File: src/sv/slrp_pkg.sv
// Package: section codes, status codes, result word type.
package slrp_pkg;
	typedef enum logic [3:0] {
		SEC_PROTO = 4'd0, SEC_ENC = 4'd1, SEC_VER = 4'd2, SEC_SRC = 4'd3,
		SEC_DST = 4'd4, SEC_CHAL = 4'd5, SEC_FILT = 4'd6, SEC_KEYS = 4'd7,
		SEC_OPT = 4'd8, SEC_IP = 4'd9, SEC_LIM = 4'd10, SEC_TRAIL = 4'd11,
		SEC_ERR = 4'd12
	} section_t;

	localparam logic [2:0] ST_OK = 3'd0;
	localparam logic [2:0] ST_SHORT = 3'd1;
	localparam logic [2:0] ST_BAD_PROTO = 3'd2;
	localparam logic [2:0] ST_BAD_ENC = 3'd3;
	localparam logic [2:0] ST_BAD_KEY = 3'd4;
	localparam logic [2:0] ST_TOO_MANY = 3'd5;

	localparam logic [7:0] PROTO_BYTE = 8'h01;
	localparam logic [7:0] ENC_BYTE = 8'h03;
	localparam logic [7:0] BSLASH = 8'h5c;
	localparam logic [7:0] NUL = 8'h00;
	localparam logic [7:0] KEY_SAT = 8'd255;

	localparam logic CFG_ALT_IP = 1'b0;
	localparam logic CFG_LIMIT = 1'b1;

	typedef struct packed {
		logic        result_kind;
		logic [3:0]  section;
		logic [7:0]  key_index;
		logic        is_content;
		logic [7:0]  byte_echo;
		logic [2:0]  status;
		logic [31:0] game_version;
		logic [31:0] option_bits;
		logic [31:0] alt_source_ip;
		logic [31:0] result_limit;
		logic [7:0]  key_count;
		logic        last_result;
	} result_t;

	// queue entry: byte result and optional summary for one input word
	typedef struct packed {
		result_t byte_res;
		logic    has_sum;
		result_t sum_res;
	} entry_t;
endpackage

File: src/sv/slrp_if.sv
// Interfaces: input byte channel, result channel, configuration write channel.
interface slrp_in_if;
	logic       valid;
	logic       ready;
	logic [7:0] data_byte;
	logic       last_byte;
	modport source (output valid, data_byte, last_byte, input ready);
	modport sink (input valid, data_byte, last_byte, output ready);
endinterface

interface slrp_out_if;
	logic        valid;
	logic        ready;
	logic        result_kind;
	logic [3:0]  section;
	logic [7:0]  key_index;
	logic        is_content;
	logic [7:0]  byte_echo;
	logic [2:0]  status;
	logic [31:0] game_version;
	logic [31:0] option_bits;
	logic [31:0] alt_source_ip;
	logic [31:0] result_limit;
	logic [7:0]  key_count;
	logic        last_result;
	modport source (output valid, result_kind, section, key_index, is_content, byte_echo,
		status, game_version, option_bits, alt_source_ip, result_limit, key_count,
		last_result, input ready);
	modport sink (input valid, result_kind, section, key_index, is_content, byte_echo,
		status, game_version, option_bits, alt_source_ip, result_limit, key_count,
		last_result, output ready);
endinterface

interface slrp_cfg_if;
	logic        valid;
	logic        ready;
	logic        index;
	logic [31:0] data;
	modport source (output valid, index, data, input ready);
	modport sink (input valid, index, data, output ready);
endinterface

File: src/sv/slrp_front.sv
// Front: parse state machine that classifies each byte into a queue entry.
module slrp_front #(
	parameter int CHALLENGE_BYTES = 8,
	parameter int MAX_KEYS = 255,
	parameter int MIN_PACKET_BYTES = 26
) (
	input  logic                 clk,
	input  logic                 arst_n,
	input  logic                 take,
	input  logic [7:0]           data_byte,
	input  logic                 last_byte,
	input  logic [31:0]          alt_ip_mask,
	input  logic [31:0]          limit_mask,
	output slrp_pkg::entry_t     entry
);
	slrp_pkg::section_t sec_q, nxt;
	logic [3:0]  cnt_q, cnt_d;
	logic [4:0]  len_q, len_d;
	logic [31:0] shift_q, shift_d, ver_q, ver_d, opt_q, opt_d, ip_q, ip_d, lim_q, lim_d;
	logic [7:0]  keys_q, keys_d;
	logic [2:0]  err_q, err_d;
	logic        kst_q, kst_d;
	logic        content;
	logic [7:0]  kidx;
	logic [31:0] shifted;
	logic        full;
	logic [2:0]  status;

	always_comb begin
		nxt = sec_q;
		cnt_d = cnt_q;
		len_d = (32'(len_q) < MIN_PACKET_BYTES) ? len_q + 5'd1 : len_q;
		shift_d = shift_q; ver_d = ver_q; opt_d = opt_q; ip_d = ip_q; lim_d = lim_q;
		keys_d = keys_q; err_d = err_q; kst_d = kst_q;
		content = 1'b1;
		kidx = '0;
		shifted = {shift_q[23:0], data_byte};
		full = (cnt_q == 4'd3);
		case (sec_q)
			slrp_pkg::SEC_PROTO: begin
				if (data_byte != slrp_pkg::PROTO_BYTE) begin
					if (err_q == slrp_pkg::ST_OK) err_d = slrp_pkg::ST_BAD_PROTO;
					nxt = slrp_pkg::SEC_ERR;
				end else nxt = slrp_pkg::SEC_ENC;
			end
			slrp_pkg::SEC_ENC: begin
				if (data_byte != slrp_pkg::ENC_BYTE) begin
					if (err_q == slrp_pkg::ST_OK) err_d = slrp_pkg::ST_BAD_ENC;
					nxt = slrp_pkg::SEC_ERR;
				end else nxt = slrp_pkg::SEC_VER;
			end
			slrp_pkg::SEC_VER, slrp_pkg::SEC_OPT, slrp_pkg::SEC_IP, slrp_pkg::SEC_LIM: begin
				shift_d = shifted;
				cnt_d = full ? 4'd0 : cnt_q + 4'd1;
				if (full) begin
					shift_d = '0;
					case (sec_q)
						slrp_pkg::SEC_VER: begin
							ver_d = shifted; nxt = slrp_pkg::SEC_SRC;
						end
						slrp_pkg::SEC_OPT: begin
							opt_d = shifted;
							if ((shifted & alt_ip_mask) != '0) nxt = slrp_pkg::SEC_IP;
							else if ((shifted & limit_mask) != '0) nxt = slrp_pkg::SEC_LIM;
							else nxt = slrp_pkg::SEC_TRAIL;
						end
						slrp_pkg::SEC_IP: begin
							ip_d = shifted;
							nxt = ((opt_q & limit_mask) != '0) ? slrp_pkg::SEC_LIM
								: slrp_pkg::SEC_TRAIL;
						end
						default: begin
							lim_d = shifted; nxt = slrp_pkg::SEC_TRAIL;
						end
					endcase
				end
			end
			slrp_pkg::SEC_SRC, slrp_pkg::SEC_DST, slrp_pkg::SEC_FILT: begin
				if (data_byte == slrp_pkg::NUL) begin
					content = 1'b0;
					nxt = slrp_pkg::section_t'(sec_q + 4'd1);
				end
			end
			slrp_pkg::SEC_CHAL: begin
				if (data_byte == slrp_pkg::NUL) begin
					content = 1'b0;
					if (err_q == slrp_pkg::ST_OK) err_d = slrp_pkg::ST_SHORT;
					nxt = slrp_pkg::SEC_ERR;
				end else if (32'(cnt_q) + 1 >= CHALLENGE_BYTES) begin
					cnt_d = '0; nxt = slrp_pkg::SEC_FILT;
				end else cnt_d = cnt_q + 4'd1;
			end
			slrp_pkg::SEC_KEYS: begin
				if (!kst_q) begin
					content = 1'b0;
					if (data_byte == slrp_pkg::NUL) nxt = slrp_pkg::SEC_OPT;
					else if (data_byte != slrp_pkg::BSLASH) begin
						if (err_q == slrp_pkg::ST_OK) err_d = slrp_pkg::ST_BAD_KEY;
						nxt = slrp_pkg::SEC_ERR;
					end else kst_d = 1'b1;
				end else if (data_byte == slrp_pkg::NUL) begin
					content = 1'b0;
					if (32'(keys_q) >= MAX_KEYS) begin
						if (err_q == slrp_pkg::ST_OK) err_d = slrp_pkg::ST_TOO_MANY;
						nxt = slrp_pkg::SEC_ERR;
					end else nxt = slrp_pkg::SEC_OPT;
				end else if (data_byte == slrp_pkg::BSLASH) begin
					content = 1'b0;
					if (keys_q == 8'd0) keys_d = 8'd2;
					else if (keys_q != slrp_pkg::KEY_SAT) keys_d = keys_q + 8'd1;
				end else if (keys_q == 8'd0) keys_d = 8'd1;
				kidx = (keys_d != 8'd0) ? keys_d - 8'd1 : 8'd0;
			end
			slrp_pkg::SEC_TRAIL: content = 1'b0;
			default: begin
				content = 1'b0;
				nxt = slrp_pkg::SEC_ERR;
			end
		endcase

		if (32'(len_d) < MIN_PACKET_BYTES) status = slrp_pkg::ST_SHORT;
		else if (err_d != slrp_pkg::ST_OK) status = err_d;
		else if (nxt != slrp_pkg::SEC_TRAIL) status = slrp_pkg::ST_SHORT;
		else status = slrp_pkg::ST_OK;

		entry = '0;
		entry.byte_res.section = sec_q;
		entry.byte_res.key_index = kidx;
		entry.byte_res.is_content = content;
		entry.byte_res.byte_echo = data_byte;
		entry.byte_res.last_result = ~last_byte;
		entry.has_sum = last_byte;
		entry.sum_res.result_kind = 1'b1;
		entry.sum_res.section = nxt;
		entry.sum_res.status = status;
		entry.sum_res.game_version = ver_d;
		entry.sum_res.option_bits = opt_d;
		entry.sum_res.alt_source_ip = ip_d;
		entry.sum_res.result_limit = lim_d;
		entry.sum_res.key_count = keys_d;
		entry.sum_res.last_result = 1'b1;
	end

	always_ff @(posedge clk or negedge arst_n) begin
		if (!arst_n) begin
			sec_q <= slrp_pkg::SEC_PROTO;
			cnt_q <= '0; len_q <= '0; shift_q <= '0; ver_q <= '0; opt_q <= '0;
			ip_q <= '0; lim_q <= '0; keys_q <= '0; err_q <= '0; kst_q <= 1'b0;
		end else if (take) begin
			if (last_byte) begin
				sec_q <= slrp_pkg::SEC_PROTO;
				cnt_q <= '0; len_q <= '0; shift_q <= '0; ver_q <= '0; opt_q <= '0;
				ip_q <= '0; lim_q <= '0; keys_q <= '0; err_q <= '0; kst_q <= 1'b0;
			end else begin
				sec_q <= nxt;
				cnt_q <= cnt_d; len_q <= len_d; shift_q <= shift_d; ver_q <= ver_d;
				opt_q <= opt_d; ip_q <= ip_d; lim_q <= lim_d; keys_q <= keys_d;
				err_q <= err_d; kst_q <= kst_d;
			end
		end
	end
endmodule

File: src/sv/slrp_queue.sv
// Two-entry queue between front and back.
module slrp_queue (
	input  logic             clk,
	input  logic             arst_n,
	input  logic             push,
	input  slrp_pkg::entry_t push_data,
	output logic             full,
	input  logic             pop,
	output logic             empty,
	output slrp_pkg::entry_t head
);
	slrp_pkg::entry_t mem_q [2];
	logic       wp_q, rp_q;
	logic [1:0] cnt_q;

	assign full = cnt_q == 2'd2;
	assign empty = cnt_q == 2'd0;
	assign head = mem_q[rp_q];

	always_ff @(posedge clk) begin
		if (push) mem_q[wp_q] <= push_data;
	end

	always_ff @(posedge clk or negedge arst_n) begin
		if (!arst_n) begin
			wp_q <= 1'b0; rp_q <= 1'b0; cnt_q <= '0;
		end else begin
			if (push) wp_q <= ~wp_q;
			if (pop) rp_q <= ~rp_q;
			cnt_q <= cnt_q + {1'b0, push} - {1'b0, pop};
		end
	end
endmodule

File: src/sv/slrp_back.sv
// Back: issues the byte word, then the summary word if the entry has one.
module slrp_back (
	input  logic              clk,
	input  logic              arst_n,
	input  logic              empty,
	input  slrp_pkg::entry_t  head,
	output logic              pop,
	output logic              out_valid,
	input  logic              out_ready,
	output slrp_pkg::result_t out_res
);
	logic phase_q;
	logic fire;

	assign out_valid = !empty;
	assign out_res = phase_q ? head.sum_res : head.byte_res;
	assign fire = out_valid && out_ready;
	assign pop = fire && (phase_q || !head.has_sum);

	always_ff @(posedge clk or negedge arst_n) begin
		if (!arst_n) phase_q <= 1'b0;
		else if (fire) phase_q <= !pop;
	end
endmodule

File: src/sv/server_list_request_parser_unit.sv
// Top level: server list request parser.
// Bytes of a request packet arrive on the in channel, one word per byte, with
// last_byte on the final one. Each byte yields one result word on the out
// channel with its section, key index and content flag; the final byte yields
// a second word, the summary with status, gathered words and key count.
// Configuration writes on cfg set the alternate address mask (index 0) and the
// limit mask (index 1); cfg is always ready.
// The front parses one byte per cycle while the queue is not full into a
// two-entry queue; the back drains it. Result words are registered in the
// queue; a last byte's entry is popped only once both its words are taken.
// When the receiver stalls the queue fills; in.ready drops at two entries.
// Reset clears the parse state, empties the queue and restores the masks to
// 8 and 128.
module server_list_request_parser_unit #(
	parameter int CHALLENGE_BYTES = 8,
	parameter int MAX_KEYS = 255,
	parameter int MIN_PACKET_BYTES = 26
) (
	input logic        clk,
	input logic        arst_n,
	slrp_in_if.sink    in,
	slrp_out_if.source out,
	slrp_cfg_if.sink   cfg
);
	logic [31:0] alt_q, lim_q;
	slrp_pkg::entry_t ent, head;
	slrp_pkg::result_t res;
	logic full, empty, pop, take;

	assign in.ready = !full;
	assign cfg.ready = 1'b1;
	assign take = in.valid && in.ready;

	always_ff @(posedge clk or negedge arst_n) begin
		if (!arst_n) begin
			alt_q <= 32'd8; lim_q <= 32'd128;
		end else if (cfg.valid) begin
			if (cfg.index == slrp_pkg::CFG_ALT_IP) alt_q <= cfg.data;
			else lim_q <= cfg.data;
		end
	end

	slrp_front #(.CHALLENGE_BYTES(CHALLENGE_BYTES), .MAX_KEYS(MAX_KEYS),
		.MIN_PACKET_BYTES(MIN_PACKET_BYTES)) u_front (
		.clk, .arst_n, .take, .data_byte(in.data_byte), .last_byte(in.last_byte),
		.alt_ip_mask(alt_q), .limit_mask(lim_q), .entry(ent));

	slrp_queue u_queue (.clk, .arst_n, .push(take), .push_data(ent), .full,
		.pop, .empty, .head);

	slrp_back u_back (.clk, .arst_n, .empty, .head, .pop, .out_valid(out.valid),
		.out_ready(out.ready), .out_res(res));

	assign out.result_kind = res.result_kind;
	assign out.section = res.section;
	assign out.key_index = res.key_index;
	assign out.is_content = res.is_content;
	assign out.byte_echo = res.byte_echo;
	assign out.status = res.status;
	assign out.game_version = res.game_version;
	assign out.option_bits = res.option_bits;
	assign out.alt_source_ip = res.alt_source_ip;
	assign out.result_limit = res.result_limit;
	assign out.key_count = res.key_count;
	assign out.last_result = res.last_result;
endmodule

File: src/flat_wrapper.sv
// flat-port wrapper written by rule: the top's interface ports become plain ports
module server_list_request_parser_unit_flat 
#(
	parameter int CHALLENGE_BYTES = 8,
	parameter int MAX_KEYS = 255,
	parameter int MIN_PACKET_BYTES = 26
)
  (clk, arst_n, in_valid, in_data_byte, in_last_byte, in_ready, out_valid, out_result_kind, out_section, out_key_index, out_is_content, out_byte_echo, out_status, out_game_version, out_option_bits, out_alt_source_ip, out_result_limit, out_key_count, out_last_result, out_ready, cfg_valid, cfg_index, cfg_data, cfg_ready);
  slrp_in_if in_i ();
  slrp_out_if out_i ();
  slrp_cfg_if cfg_i ();
  input logic clk;
  input logic arst_n;
  input wire logic [$bits(in_i.valid)-1:0] in_valid;
  input wire logic [$bits(in_i.data_byte)-1:0] in_data_byte;
  input wire logic [$bits(in_i.last_byte)-1:0] in_last_byte;
  output wire logic [$bits(in_i.ready)-1:0] in_ready;
  output wire logic [$bits(out_i.valid)-1:0] out_valid;
  output wire logic [$bits(out_i.result_kind)-1:0] out_result_kind;
  output wire logic [$bits(out_i.section)-1:0] out_section;
  output wire logic [$bits(out_i.key_index)-1:0] out_key_index;
  output wire logic [$bits(out_i.is_content)-1:0] out_is_content;
  output wire logic [$bits(out_i.byte_echo)-1:0] out_byte_echo;
  output wire logic [$bits(out_i.status)-1:0] out_status;
  output wire logic [$bits(out_i.game_version)-1:0] out_game_version;
  output wire logic [$bits(out_i.option_bits)-1:0] out_option_bits;
  output wire logic [$bits(out_i.alt_source_ip)-1:0] out_alt_source_ip;
  output wire logic [$bits(out_i.result_limit)-1:0] out_result_limit;
  output wire logic [$bits(out_i.key_count)-1:0] out_key_count;
  output wire logic [$bits(out_i.last_result)-1:0] out_last_result;
  input wire logic [$bits(out_i.ready)-1:0] out_ready;
  input wire logic [$bits(cfg_i.valid)-1:0] cfg_valid;
  input wire logic [$bits(cfg_i.index)-1:0] cfg_index;
  input wire logic [$bits(cfg_i.data)-1:0] cfg_data;
  output wire logic [$bits(cfg_i.ready)-1:0] cfg_ready;
  assign in_i.valid = in_valid;
  assign in_i.data_byte = in_data_byte;
  assign in_i.last_byte = in_last_byte;
  assign in_ready = in_i.ready;
  assign out_valid = out_i.valid;
  assign out_result_kind = out_i.result_kind;
  assign out_section = out_i.section;
  assign out_key_index = out_i.key_index;
  assign out_is_content = out_i.is_content;
  assign out_byte_echo = out_i.byte_echo;
  assign out_status = out_i.status;
  assign out_game_version = out_i.game_version;
  assign out_option_bits = out_i.option_bits;
  assign out_alt_source_ip = out_i.alt_source_ip;
  assign out_result_limit = out_i.result_limit;
  assign out_key_count = out_i.key_count;
  assign out_last_result = out_i.last_result;
  assign out_i.ready = out_ready;
  assign cfg_i.valid = cfg_valid;
  assign cfg_i.index = cfg_index;
  assign cfg_i.data = cfg_data;
  assign cfg_ready = cfg_i.ready;
  server_list_request_parser_unit #(.CHALLENGE_BYTES(CHALLENGE_BYTES), .MAX_KEYS(MAX_KEYS), .MIN_PACKET_BYTES(MIN_PACKET_BYTES)) u_core (.clk(clk), .arst_n(arst_n), .in(in_i), .out(out_i), .cfg(cfg_i));
endmodule
File: config.mk
export PLATFORM = sky130hd
export DESIGN_NAME = server_list_request_parser_unit_flat
export DESIGN_NICKNAME = d
export VERILOG_FILES = /design/src/sv/slrp_pkg.sv /design/src/sv/slrp_if.sv /design/src/sv/slrp_front.sv /design/src/sv/slrp_queue.sv /design/src/sv/slrp_back.sv /design/src/sv/server_list_request_parser_unit.sv /design/src/flat_wrapper.sv
export SDC_FILE = /design/constraint.sdc
export NUM_CORES = 1
export LEC_CHECK = 0
export ABC_AREA = 1
export BUFFER_PORTS_ARGS = -buffer_cell sky130_fd_sc_hd__buf_2
export CAP_MARGIN = 30
export CORE_ASPECT_RATIO = 1.5
export CORE_MARGIN = 5
export CORE_UTILIZATION = 45
export DETAILED_ROUTE_END_ITERATION = 12
export HOLD_SLACK_MARGIN = 0.06
export PLACE_DENSITY = 0.71
export SYNTH_ARGS = -nofsm -noshare
export SYNTH_HDL_FRONTEND = slang
export SYNTH_HIERARCHICAL = 1
export SYNTH_SLANG_ARGS = --single-unit
export TNS_END_PERCENT = 50
File: constraint.sdc
create_clock -name clk -period 46.8 [get_ports clk]
set_clock_uncertainty 0.1 [all_clocks]
set_input_delay 2.34 -clock clk [delete_from_list [all_inputs] [get_ports clk]]
set_output_delay 2.34 -clock clk [all_outputs]
set_load 0.01 [all_outputs]
==> impl_metrics.toml <==
[run_status]
status = "finished, final reports clean"

[power]
vdd_drop_max_mv = 0.04528
total_power_w = 0.002469
p_per_area_nw_per_um2 = 55.21
leakage_nw = 21.37

[final_layout]
final_cell_mix = "1302 x nand2_1, 683 x inv_1, 650 x edfxtp_1"
drive_gt1_share_pct = 9.829
nets = 4382
layout_commonest_cell = "nand2_1"
stdcell_count = 5554
area_delta_synth_final_pct = 9.312

[setup_path]
worstPathBufferInverterCount = 3
reg2reg_setup_slack_ns = 42.73
cpMostUsedCell = "nand2_1"
crit_chain = "inv_6 > buf_4 > nand2_1 > nand2_1 > buf_2"
critPathKind = "reg -> out"
critical_path.slowest_cell = "dfrtp_4"
critPathRequiredTime_ns = 44.36
r2r-end = "u_core/u_queue/mem_q[0][78]$_DFFE_PP_"
cpPeakStageDelay_ns = 0.83
timing.rr.start = "u_core/u_queue/cnt_q[1]$_DFF_PN0_"
arrival_ns = 3.59
startpoint_type = "flip-flop"
worstPathMaxFanout = 82
cp_top_family = "buffers and inverters"
end_kind = "output pin"
r2r.worst_path.cells = 8

[cts]
cts_hold_buf = 0
root_buffer = "clkbuf_16"
cts_tree = "done"
ctsResizeCount = 0
clock_sinks = 896
post_cts_buffers = 0
clkTransAtPathRegs_ns = 0.06
htree_levels = 3
numCtsBuffers = 78
clock_path_buffers = 3
clk_latency_ns = 0.65

[yosys]
postSynthCellCount = 4214
synth_area_sq_um = 40910
yosysSeqAreaShare_pct = 62.76
synth_edf_count = 650
yosysWarnings = 6
synth_top_cell_by_area = "edfxtp_1"
synthDominantCellAreaShare_pct = 47.71
ys_dominant_reg_cell = "edfxtp_1"
synthArstFlopShare_pct = 27.46
avgSynthCellArea_sq_um = 9.709
yosysUniqueCellTypes = 50
synth_area_leaders = "edfxtp_1 48%, dfrtp_1 15%, nand2_1 12%"
synth-seq-cells = 896

[min_path]
min-delay-start = "u_core/alt_q[3]$_DFFE_PN1P_"
whs_path_depth = 2
min_path_type = "reg -> reg"
min_to = "u_core/alt_q[3]$_DFFE_PN1P_"

[detailed_routing]
routed_wl_um = 95750
drt-pass1-iter-count = 5
ant_nets = 0
drc_errors = 0
vias = 27580
wl_per_cell_um = 17.24
initialDrtViolationCount = 2153
viasPerCell = 4.967

[global_route]
overflow = 0
grt_max_degree = 272
antenna_found_initial = 14
grt_pass1_wl_um = 145900
grt_pass1_vias = 26400
grt_usage_pct = 19.14

[sta]
min_period_ns = 6.031
clock.fmax_ghz = 0.1658
rsz0062_at_grt = "false"
finalSetupTns_ns = 0
maxSlewViolCount = 0
slew_headroom_pct = 19.39
min_period_over_period_pct = 12.89
final_hold_viol_count = 0
worst_pin_slew_ns = 1.209
setup_viol = 0

[place]
dp_cells = 5401
port_buffers = 210
dpl.hpwl_um = 60800
gp_congestion = 0.8809

[floorplan]
rows = 135
start_util_pct = 45.27
coreArea_sq_um = 90370
dieArea_sq_um = 97170
die_w_um = 256.2
die_h_um = 379.3
num_io_pins = 212

[flow_run]
drv_cap = 0
kinds of logic (layout without fill, tap and decap cells):
| family | count (synthesis) | in the layout | synth area share, % |
|---|---|---|---|
| buffers and inverters | 1059 | 1073 | 12.13 |
| other | 3 | 165 | 0.02752 |
| xor gates and xnor gates | 10 | 10 | 0.2141 |
| and+or+nand+nor | 1545 | 1545 | 15.26 |
| AOI/OAI and AO/OA | 687 | 687 | 9.184 |
| adders and majority gates | 14 | 14 | 0.4282 |
| DFF | 896 | 896 | 62.76 |
state kept, by name, indices dropped and copies added (netlist names), 8 cells and up:
name                    cells
u_core/lim_q               32
u_core/alt_q               32
u_core/u_queue/mem_q      650
u_core/u_front/lim_q       32
u_core/u_front/ip_q        32
u_core/u_front/shift_q     24
u_core/u_front/keys_q       8
u_core/u_front/ver_q       32
u_core/u_front/opt_q       32
how the worst max path moves through the flow:
stage | cells after the start | start | to | slack [ns]
2_1_floorplan | 4 | in_valid | u_core/u_queue/mem_q[0][0]$_DFFE_PP_ | 29.57
3_3_place_gp | 8 | in_valid | u_core/u_queue/mem_q[0][236]$_DFFE_PP_ | 40.87
3_5_place_dp | 8 | in_valid | u_core/u_queue/mem_q[0][236]$_DFFE_PP_ | 40.91
4_1_cts | 7 | u_core/u_queue/rp_q$_DFFE_PN0P_ | out_game_version[13] | 40.45
5_1_grt | 8 | u_core/u_queue/rp_q$_DFFE_PN0P_ | out_game_version[7] | 40.45
6_report | 5 | u_core/u_back/phase_q$_DFFE_PN0P_ | out_option_bits[27] | 40.77
cell usage after synthesis, drive strengths merged (4+ instances only):
cell,instances
a21oi,15
buf,277
clkbuf,91
dfrtp,244
edfxtp,650
ha,14
inv,690
nand2,1325
nand3,109
nand4,11
nor2,90
nor3,7
o211ai,4
o21ai,493
o22ai,141
o31ai,5
o32ai,18
xor2,9
area by class of cell:
type,instances,area (sq um)
Clock inverter,47,495.5
Tap cell,1164,1456
Timing Repair Buffer,238,1449
Sequential cell,896,25680
Multi-Input combinational cell,2416,10890
Inverter,691,2609
Clock buffer,97,2125
Antenna cell,5,12.51
Fill cell,7961,45650
where the power goes:
part,leakage [nW],switching (W),internal (W)
Clock,1.27,0.000287,0.000370
Combinational,10.7,0.000512,0.000207
Sequential,9.44,0.0000678,0.00103
worst reg2reg max path: stages (launching register included):
cell     delay [ns]
dfrtp_1        0.40
inv_1          0.08
nor2_1         0.09
nor2_4         0.11
buf_4          0.64
inv_1          0.28
nor2_4         0.15
buf_12         0.71
buf_4          1.08
routing by layer:
layer | part of all wire [%] | GRT usage (%) | vias up
met2 | 51 | 34.17 | 772
met1 | 39 | 22.69 | 13090
met3 | 5.2 | 3.193 | 208
li1 | - | - | 13510
met5 | 0.036 | 0 | -
met4 | 4.7 | 8.874 | 6
stage by stage:
step	hold WS, ns	util (%)	instance area, sq um	setup slack [ns]
finish	0.3661	49.49	44720	40.77
global route	0.3884	49.49	44720	40.45
CTS	0.3701	49.35	44600	40.45
detailed placement	0.3583	46.45	41980	40.91
global placement	0.3529	46.36	41900	40.87
floorplan	0.3417	-	41500	29.57
(Power assumes the default switching activity.)
